### src/rtl/smct_pkg.sv
// Shared types and codes for the sorted multiset count table.
package smct_pkg;

	localparam int VALUE_W = 32;
	localparam int COUNT_W = 16;
	localparam int TOTAL_W = 24;

	localparam logic [COUNT_W-1:0] COUNT_MAX = 16'hFFFF;
	localparam logic [TOTAL_W-1:0] TOTAL_MAX = 24'hFFFFFF;

	typedef enum logic [1:0] {
		CMD_ADD    = 2'd0,
		CMD_REMOVE = 2'd1,
		CMD_QUERY  = 2'd2,
		CMD_RSVD   = 2'd3
	} cmd_t;

	typedef enum logic [1:0] {
		STAT_OK     = 2'd0,
		STAT_FULL   = 2'd1,
		STAT_ABSENT = 2'd2,
		STAT_RSVD   = 2'd3
	} status_t;

	typedef struct packed {
		logic [VALUE_W-1:0] value;
		logic [COUNT_W-1:0] count;
	} entry_t;

	typedef struct packed {
		status_t            status;
		logic               is_empty;
		logic [VALUE_W-1:0] smallest_value;
		logic [TOTAL_W-1:0] total_count;
		logic [COUNT_W-1:0] value_count;
		logic               present;
	} result_t;

endpackage

### src/rtl/sorted_multiset_count_table_top.sv
// Top level of the sorted multiset count table.
//
//  channel  dir  tdata                                   tuser
//  s_*      in   value[31:0] occurrences[47:32]          command[1:0]
//  m_*      out  present, value_count, total_count,      -
//                smallest_value, is_empty, status
//
// A command runs a linear search that reads k entries through the single read port, then m
// shift steps (one per moved entry, plus one for the insert write); k + m stays within
// TABLE_DEPTH + 1.
// The next command is accepted in the cycle after the result load.
// Reset empties the table at once; no clearing pass is needed.
// The result waits in an output register; a new command is taken while it waits, and only
// the final result load stalls on m_tready.
module sorted_multiset_count_table_top #(
	parameter int TABLE_DEPTH = 16
) (
	input  logic        clk,
	input  logic        arst_n,
	input  logic        s_tvalid,
	output logic        s_tready,
	input  logic [47:0] s_tdata,  // value[31:0], occurrences[47:32]
	input  logic [1:0]  s_tuser,  // command[1:0]
	output logic        m_tvalid,
	input  logic        m_tready,
	// present[0], value_count[16:1], total_count[40:17], smallest_value[72:41],
	// is_empty[73], status[75:74], zero fill[79:76]
	output logic [79:0] m_tdata
);
	import smct_pkg::*;

	localparam int AW = $clog2(TABLE_DEPTH);
	localparam int CW = $clog2(TABLE_DEPTH + 1);

	logic            mem_we;
	logic [AW-1:0]   mem_waddr;
	entry_t          mem_wdata;
	logic            mem_re;
	logic [AW-1:0]   mem_raddr;
	entry_t          mem_rdata;
	result_t         res;

	smct_mem #(
		.DEPTH (TABLE_DEPTH),
		.AW    (AW)
	) u_mem (
		.clk   (clk),
		.we    (mem_we),
		.waddr (mem_waddr),
		.wdata (mem_wdata),
		.re    (mem_re),
		.raddr (mem_raddr),
		.rdata (mem_rdata)
	);

	smct_ctrl #(
		.DEPTH (TABLE_DEPTH),
		.AW    (AW),
		.CW    (CW)
	) u_ctrl (
		.clk       (clk),
		.arst_n    (arst_n),
		.in_valid  (s_tvalid),
		.in_ready  (s_tready),
		.in_cmd    (cmd_t'(s_tuser)),
		.in_value  (s_tdata[31:0]),
		.in_occ    (s_tdata[47:32]),
		.out_valid (m_tvalid),
		.out_ready (m_tready),
		.out_res   (res),
		.mem_we    (mem_we),
		.mem_waddr (mem_waddr),
		.mem_wdata (mem_wdata),
		.mem_re    (mem_re),
		.mem_raddr (mem_raddr),
		.mem_rdata (mem_rdata)
	);

	assign m_tdata = {4'd0, res};

endmodule

### src/rtl/smct_mem.sv
// Entry store: one write port, one registered read port.
module smct_mem #(
	parameter int DEPTH = 16,
	parameter int AW    = 4
) (
	input  logic                 clk,
	input  logic                 we,
	input  logic [AW-1:0]        waddr,
	input  smct_pkg::entry_t     wdata,
	input  logic                 re,
	input  logic [AW-1:0]        raddr,
	output smct_pkg::entry_t     rdata
);
	import smct_pkg::*;

	entry_t mem_q [DEPTH];
	entry_t rdata_q;

	always_ff @(posedge clk) begin
		if (we) begin
			mem_q[waddr] <= wdata;
		end
	end

	// read data holds until the next read
	always_ff @(posedge clk) begin
		if (re) begin
			rdata_q <= mem_q[raddr];
		end
	end

	assign rdata = rdata_q;

endmodule

### src/rtl/smct_ctrl.sv
// Command sequencer: search, shift, update and result register.
module smct_ctrl #(
	parameter int DEPTH = 16,
	parameter int AW    = 4,
	parameter int CW    = 5
) (
	input  logic                 clk,
	input  logic                 arst_n,
	input  logic                 in_valid,
	output logic                 in_ready,
	input  smct_pkg::cmd_t       in_cmd,
	input  logic [31:0]          in_value,
	input  logic [15:0]          in_occ,
	output logic                 out_valid,
	input  logic                 out_ready,
	output smct_pkg::result_t    out_res,
	output logic                 mem_we,
	output logic [AW-1:0]        mem_waddr,
	output smct_pkg::entry_t     mem_wdata,
	output logic                 mem_re,
	output logic [AW-1:0]        mem_raddr,
	input  smct_pkg::entry_t     mem_rdata
);
	import smct_pkg::*;

	typedef enum logic [2:0] {
		ST_IDLE, ST_SCAN, ST_DECIDE, ST_SHUP, ST_SHDN, ST_INS, ST_FIN, ST_RES
	} state_t;

	state_t             state_q;
	cmd_t               cmd_q;
	logic [31:0]        val_q;
	logic [15:0]        occ_q;
	logic [AW-1:0]      idx_q;
	logic [CW-1:0]      pos_q;
	logic               found_q;
	logic [15:0]        cnt_q;
	logic [CW-1:0]      used_q;
	logic [23:0]        total_q;
	logic               pres_q;
	logic [15:0]        rcnt_q;
	status_t            stat_q;
	logic               out_valid_q;
	result_t            res_q;

	logic               hit, less, last_idx, full, at_end, pos_hit;
	logic [AW-1:0]      pos_a;
	logic [16:0]        sum_c;
	logic [15:0]        new_c;
	logic [15:0]        add_amt;
	logic [24:0]        tot_sum;
	logic [23:0]        tot_new;
	logic               out_free;

	assign hit      = mem_rdata.value == val_q;
	assign less     = $signed(val_q) < $signed(mem_rdata.value);
	assign last_idx = CW'(idx_q) == (used_q - CW'(1));
	assign full     = used_q == CW'(DEPTH);
	assign at_end   = pos_q == used_q;
	assign pos_hit  = pos_q == (used_q - CW'(1));
	assign pos_a    = pos_q[AW-1:0];
	assign sum_c    = {1'b0, cnt_q} + {1'b0, occ_q};
	assign new_c    = sum_c[16] ? COUNT_MAX : sum_c[15:0];
	assign add_amt  = found_q ? (new_c - cnt_q) : occ_q;
	assign tot_sum  = {1'b0, total_q} + {9'd0, add_amt};
	assign tot_new  = tot_sum[24] ? TOTAL_MAX : tot_sum[23:0];
	assign out_free = !out_valid_q || out_ready;

	assign in_ready  = state_q == ST_IDLE;
	assign out_valid = out_valid_q;
	assign out_res   = res_q;

	// memory port control
	always_comb begin
		mem_we    = 1'b0;
		mem_waddr = '0;
		mem_wdata = '0;
		mem_re    = 1'b0;
		mem_raddr = '0;
		unique case (state_q)
			ST_IDLE: begin
				mem_re = in_valid && (used_q != '0);
			end
			ST_SCAN: begin
				if (!hit && !less && !last_idx) begin
					mem_re    = 1'b1;
					mem_raddr = AW'(idx_q + 1'b1);
				end
			end
			ST_DECIDE: begin
				if (cmd_q == CMD_ADD && occ_q != '0) begin
					if (found_q) begin
						mem_we    = 1'b1;
						mem_waddr = pos_a;
						mem_wdata = '{value: val_q, count: new_c};
					end else if (!full) begin
						if (at_end) begin
							mem_we    = 1'b1;
							mem_waddr = pos_a;
							mem_wdata = '{value: val_q, count: occ_q};
						end else begin
							mem_re    = 1'b1;
							mem_raddr = AW'(used_q - CW'(1));
						end
					end
				end else if (cmd_q == CMD_REMOVE && found_q) begin
					if (cnt_q > 16'd1) begin
						mem_we    = 1'b1;
						mem_waddr = pos_a;
						mem_wdata = '{value: val_q, count: cnt_q - 16'd1};
					end else if (!pos_hit) begin
						mem_re    = 1'b1;
						mem_raddr = AW'(pos_a + 1'b1);
					end
				end
			end
			ST_SHUP: begin
				mem_we    = 1'b1;
				mem_waddr = AW'(idx_q + 1'b1);
				mem_wdata = mem_rdata;
				if (idx_q != pos_a) begin
					mem_re    = 1'b1;
					mem_raddr = AW'(idx_q - 1'b1);
				end
			end
			ST_SHDN: begin
				mem_we    = 1'b1;
				mem_waddr = AW'(idx_q - 1'b1);
				mem_wdata = mem_rdata;
				if (!last_idx) begin
					mem_re    = 1'b1;
					mem_raddr = AW'(idx_q + 1'b1);
				end
			end
			ST_INS: begin
				mem_we    = 1'b1;
				mem_waddr = pos_a;
				mem_wdata = '{value: val_q, count: occ_q};
			end
			ST_FIN: begin
				mem_re = 1'b1;
			end
			ST_RES: begin
			end
			default: begin
			end
		endcase
	end

	always_ff @(posedge clk or negedge arst_n) begin
		if (!arst_n) begin
			state_q     <= ST_IDLE;
			used_q      <= '0;
			total_q     <= '0;
			out_valid_q <= 1'b0;
			found_q     <= 1'b0;
			idx_q       <= '0;
			pos_q       <= '0;
			stat_q      <= STAT_OK;
		end else begin
			if (out_valid_q && out_ready) begin
				out_valid_q <= 1'b0;
			end
			unique case (state_q)
				ST_IDLE: begin
					if (in_valid) begin
						cmd_q   <= in_cmd;
						val_q   <= in_value;
						occ_q   <= in_occ;
						found_q <= 1'b0;
						pos_q   <= '0;
						idx_q   <= '0;
						state_q <= (used_q == '0) ? ST_DECIDE : ST_SCAN;
					end
				end
				ST_SCAN: begin
					if (hit) begin
						found_q <= 1'b1;
						pos_q   <= CW'(idx_q);
						cnt_q   <= mem_rdata.count;
						state_q <= ST_DECIDE;
					end else if (less) begin
						pos_q   <= CW'(idx_q);
						state_q <= ST_DECIDE;
					end else if (last_idx) begin
						pos_q   <= used_q;
						state_q <= ST_DECIDE;
					end else begin
						idx_q <= AW'(idx_q + 1'b1);
					end
				end
				ST_DECIDE: begin
					stat_q  <= STAT_OK;
					pres_q  <= found_q;
					rcnt_q  <= found_q ? cnt_q : 16'd0;
					state_q <= ST_FIN;
					if (cmd_q == CMD_ADD && occ_q != '0) begin
						if (found_q) begin
							total_q <= tot_new;
							rcnt_q  <= new_c;
						end else if (full) begin
							stat_q <= STAT_FULL;
						end else begin
							total_q <= tot_new;
							pres_q  <= 1'b1;
							rcnt_q  <= occ_q;
							if (at_end) begin
								used_q <= used_q + CW'(1);
							end else begin
								idx_q   <= AW'(used_q - CW'(1));
								state_q <= ST_SHUP;
							end
						end
					end else if (cmd_q == CMD_REMOVE) begin
						if (!found_q) begin
							stat_q <= STAT_ABSENT;
						end else begin
							if (total_q != '0) begin
								total_q <= total_q - 24'd1;
							end
							if (cnt_q > 16'd1) begin
								rcnt_q <= cnt_q - 16'd1;
							end else begin
								pres_q <= 1'b0;
								rcnt_q <= 16'd0;
								if (pos_hit) begin
									used_q <= used_q - CW'(1);
								end else begin
									idx_q   <= AW'(pos_a + 1'b1);
									state_q <= ST_SHDN;
								end
							end
						end
					end
				end
				ST_SHUP: begin
					if (idx_q == pos_a) begin
						state_q <= ST_INS;
					end else begin
						idx_q <= AW'(idx_q - 1'b1);
					end
				end
				ST_SHDN: begin
					if (last_idx) begin
						used_q  <= used_q - CW'(1);
						state_q <= ST_FIN;
					end else begin
						idx_q <= AW'(idx_q + 1'b1);
					end
				end
				ST_INS: begin
					used_q  <= used_q + CW'(1);
					state_q <= ST_FIN;
				end
				ST_FIN: begin
					state_q <= ST_RES;
				end
				ST_RES: begin
					if (out_free) begin
						res_q.present        <= pres_q;
						res_q.value_count    <= rcnt_q;
						res_q.total_count    <= total_q;
						res_q.smallest_value <= (used_q != '0) ? mem_rdata.value : 32'd0;
						res_q.is_empty       <= used_q == '0;
						res_q.status         <= stat_q;
						out_valid_q          <= 1'b1;
						state_q              <= ST_IDLE;
					end
				end
				default: begin
					state_q <= ST_IDLE;
				end
			endcase
		end
	end

`ifndef ASSERT_OFF
	// fill count never passes the table depth
	a_used_bound: assert property (@(posedge clk) disable iff (!arst_n)
		used_q <= CW'(DEPTH))
		else $error("entry count above depth");

	// every stored entry holds at least one occurrence; the fill count lags the
	// total while a delete shifts the tail down
	a_total_ge_used: assert property (@(posedge clk) disable iff (!arst_n)
		(state_q != ST_SHDN) |-> (total_q >= 24'(used_q)))
		else $error("total below entry count");

	// a shift step never reads the entry it is writing
	a_rw_apart: assert property (@(posedge clk) disable iff (!arst_n)
		(mem_we && mem_re) |-> (mem_waddr != mem_raddr))
		else $error("read and write collide");

	// an empty table reports a zero total and zero minimum
	a_empty_res: assert property (@(posedge clk) disable iff (!arst_n)
		(out_valid_q && res_q.is_empty) |->
		(res_q.total_count == '0 && res_q.smallest_value == '0))
		else $error("empty result carries data");
`endif

endmodule

### config.mk
export PLATFORM = sky130hd
export DESIGN_NAME = sorted_multiset_count_table_top
export DESIGN_NICKNAME = d
export VERILOG_FILES = /design/src/rtl/smct_pkg.sv /design/src/rtl/sorted_multiset_count_table_top.sv /design/src/rtl/smct_mem.sv /design/src/rtl/smct_ctrl.sv
export SDC_FILE = /design/constraint.sdc
export NUM_CORES = 2
export LEC_CHECK = 0
export ABC_AREA = 1
export BUFFER_PORTS_ARGS = -buffer_cell sky130_fd_sc_hd__buf_2
export CAP_MARGIN = 20
export CORE_ASPECT_RATIO = 1.5
export CORE_MARGIN = 2
export CORE_UTILIZATION = 30
export DETAILED_ROUTE_END_ITERATION = 8
export GPL_ROUTABILITY_DRIVEN = 0
export GPL_TIMING_DRIVEN = 0
export PLACE_DENSITY_LB_ADDON = 0.15
export SKIP_LAST_GASP = 1
export SYNTH_ARGS = -nofsm -noshare
export SYNTH_HDL_FRONTEND = slang
export SYNTH_SLANG_ARGS = --single-unit
### constraint.sdc
create_clock -name clk -period 7.5 [get_ports clk]
set_clock_uncertainty 0.05 [all_clocks]
set_input_delay 0.75 -clock clk [delete_from_list [all_inputs] [get_ports clk]]
set_output_delay 0.75 -clock clk [all_outputs]
set_load 0.02 [all_outputs]
# --- Yosys cells after proc, flatten, opt, wreduce, memory -nomap -nowiden ---
# Memory sizes are Yosys's and may differ from the RTL's. A register that Yosys moved wholly into a read port is not among the register bits.
# Cells that the tools add are included.
op_classes:
  n_reduce_logical: 35
  n_mux: 123
  n_addsub: 10
  n_lt_le_gt_ge: 2
  eq_ne: 34
op_table:
  columns: ["op", "n"]
  rows:
  - ["48-bit two-way mux", 6]
  - ["24-bit two-way mux", 7]
  - ["16-bit two-way mux", 9]
  - ["48-bit case mux with 3 select lines", 1]
  - ["4-bit two-way mux", 29]
  - ["5-bit two-way mux", 13]
  - ["3-bit two-way mux", 14]
  - ["32-bit == test", 1]
  - ["32-bit < comparator", 1]
  - ["4-bit case mux with 4 select lines", 2]
  - ["1-bit two-way mux", 29]
  - ["24-bit by 16-bit adder with 25-bit output", 1]
  - ["3-bit case mux with 8 select lines", 1]
  - ["24-bit nonzero test", 1]
  - ["24-bit by 1-bit subtractor with 24-bit output (second input constant)", 1]
  - ["4-bit case mux with 5 select lines", 1]
  - ["16-bit by 16-bit adder with 17-bit output", 1]
  - ["16-bit by 1-bit greater-than comparator with 1-bit output (second input constant)", 1]
  - ["16-bit nonzero test", 1]
  - ["16-bit by 1-bit subtractor with 16-bit output (second input constant)", 1]
  - ["16-bit subtractor", 1]
  - ["5-bit case mux with 3 select lines", 1]
  - ["3-bit AND reduction", 5]
  - ["3-bit == test (second input constant)", 4]
  - ["other kinds (37)", 72]
totals:
  ff_bits: 204
  wordCells: 225
  out_inout_bits: 82
  ram_bits: 768
  mem_count: 1
mem_list:
  columns: ["name", "words", "word_bits", "rd", "rd_ports_with_merged_regs", "wr", "line_no", "rtl"]
  rows:
  - ["u_mem.mem_q", 16, 48, 1, 1, 1, "smct_mem.sv:16", "entry_t mem_q [DEPTH];"]

# --- Depth between registers and ports, before layout ---
logic_depth:
  depth_word: 9
  depth_mapped: 34
  mapped_depth_nobuf: 34

# --- By module ---
# A second synthesis with hierarchy kept.
hier_totals:
  hier_cells: 4957
  area_unflattened_um2: 48647.9
by_module_without_submodules:
  columns: ["module", "seq_area_each_um2", "area_each_um2", "instances", "cells_each"]
  rows:
  - ["smct_mem", 24503.5, 34429.3, 1, 3167]
  - ["smct_ctrl", 5900.7, 14184.9, 1, 1785]
  - ["sorted_multiset_count_table_top", 0.0, 33.8, 1, 5]

# --- Worst setup path before layout ---
# OpenSTA, ideal clock, no wires.
synth_path:
  kind: "input to register"
  startpoint: "input arst_n"
  endpoint: "register u_ctrl.res_q, in the netlist u_ctrl.out_res[0] (enable)"
  t_required_ps: 6847
  path_slack_ps: 863
  n_path_buf: 0
  cell_stages: 2
  arrival_ps: 5984
  cell_sequence: "inv_1 > nor3_1"
synth_between:
  elab_chain_len: 1
synth_rtl:
  columns: ["element", "line_no", "rtl"]
  rows:
  - ["start: declaration", "sorted_multiset_count_table_top.sv:19", "input logic arst_n,"]
  - ["3-bit AND reduction (no line)", null, null]
  - ["end: declaration", "smct_ctrl.sv:44", "result_t res_q;"]
# Every way passes these cells.
# A chain may end at the register's enable or synchronous reset.

# --- Worst setup path after layout ---
layout_path:
  startpoint: "register u_ctrl.cnt_q[0]"
  endpoint: "register u_ctrl.total_q[19]"
layout_between:
  elab_chain_len: 9
layout_rtl:
  columns: ["element", "line_no", "rtl"]
  rows:
  - ["start: declaration", "smct_ctrl.sv:37", "logic [15:0] cnt_q;"]
  - ["start signal: assignment", "smct_ctrl.sv:180", "cnt_q <= mem_rdata.count;"]
  - ["16-bit by 16-bit adder with 17-bit output", "smct_ctrl.sv:62", "assign sum_c = {1'b0, cnt_q} + {1'b0, occ_q};"]
  - ["16-bit two-way mux", "smct_ctrl.sv:63", "assign new_c = sum_c[16] ? COUNT_MAX : sum_c[15:0];"]
  - ["16-bit subtractor (*)", "smct_ctrl.sv:64", "assign add_amt = found_q ? (new_c - cnt_q) : occ_q;"]
  - ["16-bit two-way mux (*)", "smct_ctrl.sv:64", null]
  - ["24-bit by 16-bit adder with 25-bit output (*)", "smct_ctrl.sv:65", "assign tot_sum = {1'b0, total_q} + {9'd0, add_amt};"]
  - ["24-bit two-way mux (*)", "smct_ctrl.sv:66", "assign tot_new = tot_sum[24] ? TOTAL_MAX : tot_sum[23:0];"]
  - ["24-bit two-way mux", "smct_ctrl.sv:201", "end else if (full) begin"]
  - ["24-bit two-way mux (*)", "smct_ctrl.sv:198", "if (found_q) begin"]
  - ["24-bit two-way mux (*)", "smct_ctrl.sv:197", "if (cmd_q == CMD_ADD && occ_q != '0) begin"]
  - ["end signal: assignment", "smct_ctrl.sv:199", "total_q <= tot_new;"]
  - ["end signal: assignment", "smct_ctrl.sv:204", "total_q <= tot_new;"]
  - ["end signal: assignment", "smct_ctrl.sv:219", "total_q <= total_q - 24'd1;"]
  - ["end: declaration", "smct_ctrl.sv:39", "logic [23:0] total_q;"]
# Mark *: on every way between the ends. The rest lies on a longest branch, timed or not. The select of a mux whose other input is x is not followed.

==> impl_metrics.tcl <==
set metrics [dict create \
    cp.required_ns 8.04 \
    synth_edf_count 975 \
    status "complete, no violations" \
    synth_top_cell_by_area "edfxtp_1" \
    async_reset_ff_share_pct 4.41 \
    worst_pin_slew_ns 1.16 \
    antenna_found_initial 8 \
    final_cell_mix "nand2_1 (1044), edfxtp_1 (975), nand3_1 (674)" \
    rsz0062_at_grt "no" \
    die_area_um2 161000 \
    critPathMaxFanout 7 \
    critical_path_class "reg -> reg" \
    synth_compound_area_share_pct 4.43 \
    drtPass1Iterations 5 \
    wl_per_cell_um 25.3 \
    grt_overflow 0 \
    area_delta_synth_final_pct 17.4 \
    yosysSeqAreaShare_pct 64.4 \
    worstHoldStart "s_tdata[11]" \
    synth_fa_ha_area_share_pct 2.46 \
    row_count 178 \
    yosysUniqueCellTypes 61 \
    crit_arrival_ns 7.78 \
    hold_path.class "in -> reg" \
    powerDensity_nw_per_um2 503 \
    fin_crit_ns 7.24 \
    yosys.area_share.simple_pct 22.8 \
    synthesis.area_um2 47200 \
    min_to "u_ctrl.val_q[11]" \
    synth-warning-count 0 \
    place_ws_ns -0.755 \
    critPathMaxStageDelay_ns 0.48 \
    reg2reg_from "u_ctrl.cnt_q[0]" \
    grt_pass1_wl_um 250000 \
    clockBufferDepth 3 \
    placeableCoreArea_um2 157000 \
    setup_viol 0 \
    wirelength_um 174000 \
    insertion_delay_ns 0.74 \
    syn_avg_cell_area_um2 10.7 \
    r2r_setup_slack_ns 0.26 \
    die_x_um 328 \
    cts-buffers-inserted 106 \
    synth_seq_cells 1020 \
    yosys-top-cells-area "edfxtp_1 (62%), nand2_1 (8.3%), nand3_1 (7.1%), nand4_1 (5.3%), dfrtp_1 (2.4%)" \
    switching_share_pct 45.6 \
    yosys.area_share.xor_xnor_pct 1.17 \
    syn_inst 4396 \
    hold_viol_final 0 \
    dp_hpwl_um 127000 \
    dp.cells 6690 \
    cts-root-buf "clkbuf_16" \
    cp-start-kind "register" \
    cp.depth 32 \
    drv_cap 0 \
    drv_slew 0 \
    combPwrFrac_pct 47.6 \
    holdPathStages 1 \
    cts.sinks 1020 \
    initial_core_util_pct 30.1 \
    synth.top_cell.area_share_pct 62.0 \
    muxShareOfSynthArea_pct 0 \
    internal-power_mw 15.2 \
    cts_tree "done" \
    ir_drop_mv 0.293 \
    final_common_cell "nand2_1" \
    drt-initial-drc-count 3067 \
    p_leak_nw 21.0 \
    p_clk_share_pct 19.2 \
    final_nets 4876 \
    grt_usage_pct 21.4 \
    crit_path_end_kind "register" \
    drive_gt1_share_pct 12.9 \
    port_buffers 131 \
    postRouteAntennaNets 0 \
    reg2reg_to "u_ctrl.total_q[19]" \
    path_buf_inv 3 \
    ys.flop_type "edfxtp_1" \
    drc 0 \
    path_clk_slew_ns 0.07 \
    dr_total_vias 35652 \
    critPathTopFamily "compound AO/OA/AOI/OAI gates" \
    grt_pass1_vias 35870 \
    viasPerCell 5.18 \
    p_seq_share_pct 33.2 \
    fmax_mhz 138 \
    fin_crit_sh_pct 96.5 \
    pin_count 136 \
    worst-r2r-cell-count 32 \
    h-tree-depth 3 \
    grt_max_degree 34 \
    fin_ws_ns 0.262 \
    slew_headroom_pct 21.8 \
    die_h_um 490 \
    synth_top_family_by_area "simple AND/OR/NAND/NOR gates" \
    switching_power_mw 12.7 \
    final_cells 6889 \
    slowest_stage "edfxtp_1" \
]
area by class of cell:
type                       count  area (µm²)
multi-input combinational   2851       14800
buffer                       287        1330
timing repair buffer         224        1980
sequential                  1020       30400
inverter                     241         908
clock buffer                 128        2740
clock inverter                65         671
antenna                        3        7.51
fill                       15781      101000
tap                         2070        2590
cell families after synthesis:
family	count (synthesis)
buf+inv	528
fa+ha+maj	91
simple gates	2329
other cells	1
flops	1020
xor+xnor	63
compound gates	364
routing by layer:
metal / global-route usage (%) / vias to the layer above / wire length [µm] / share of wire (%)
li1: - / 16564 / - / -
met1: 24.7 / 17627 / 67100 / 38
met2: 39.1 / 1110 / 90400 / 52
met3: 2.32 / 351 / 7690 / 4.4
met4: 11.0 / 0 / 9090 / 5.2
met5: 0 / - / 0 / 0
cells in the mapped netlist (11+ instances only):
master and n:
inv_1 229, nor3_1 23, buf_4 11, buf_1 17, dfrtp_1 45, nand4_1 397
nor2_1 154, a31oi_1 20, buf_2 160, xor2_1 50, a21oi_1 107, nand2_1 1045
o21ai_0 157, xnor2_1 13, ha_1 88, edfxtp_1 975, o2111ai_1 11, nand3_1 674
clkbuf_1 97
flip-flops by register name (all words and copies together) (netlist names), 3 cells and up:
name,cells
u_ctrl.state_q,3
u_ctrl.idx_q,4
u_mem.mem_q,768
u_ctrl.rcnt_q,16
u_ctrl.val_q,32
u_ctrl.occ_q,16
u_ctrl.used_q,5
u_ctrl.total_q,24
u_mem.rdata,48
u_ctrl.out_res,76
u_ctrl.cnt_q,16
u_ctrl.pos_q,5
power by group through the flow:
stage	sequential [mW]	combinational (mW)	clock, mW
2_1_floorplan	9.39	7.19	0
3_3_place_gp	9.65	12.4	0
3_5_place_dp	9.38	13.3	0
4_1_cts	9.26	13.3	5.46
5_1_grt	9.37	14.4	5.64
6_report	9.26	13.3	5.35
worst max-delay path by stage:
stage / startpoint / end / slack [ns]
detailed placement: u_ctrl.cnt_q[0] / u_ctrl.total_q[13] / -0.76
floorplan: arst_n / u_ctrl.out_res[0] / 0.86
finish: u_ctrl.cnt_q[0] / u_ctrl.total_q[19] / 0.26
global placement: arst_n / u_ctrl.out_res[16] / -5.11
global route: u_ctrl.cnt_q[0] / u_ctrl.total_q[17] / 0.01
CTS: u_ctrl.cnt_q[0] / u_ctrl.total_q[13] / 0.11
through the flow:
step	TNS [ns]	hold slack (ns)	utilization, %	power [mW]	cell area [µm²]
2_1_floorplan	0	0.350	-	16.6	47200
3_3_place_gp	-1603.07	0.356	32.2	22.0	50500
3_5_place_dp	-11.65	0.357	33.2	22.6	52000
4_1_cts	0	0.0692	35.4	28.0	55400
5_1_grt	0	0.112	35.4	29.4	55400
6_report	0	0.135	35.4	27.9	55400
what timing repair did:
| item | in CTS | in global routing |
|---|---|---|
| hold buffers | 1 | 0 |
| buffers inserted | 0 | 1 |
| endpoints found under the setup margin | 21 | 17 |
| resized for setup | 6 | 6 |
| hold endpoints to repair | 12 | 0 |
| pin swaps | 0 | 1 |
(Power assumes the default switching activity.)
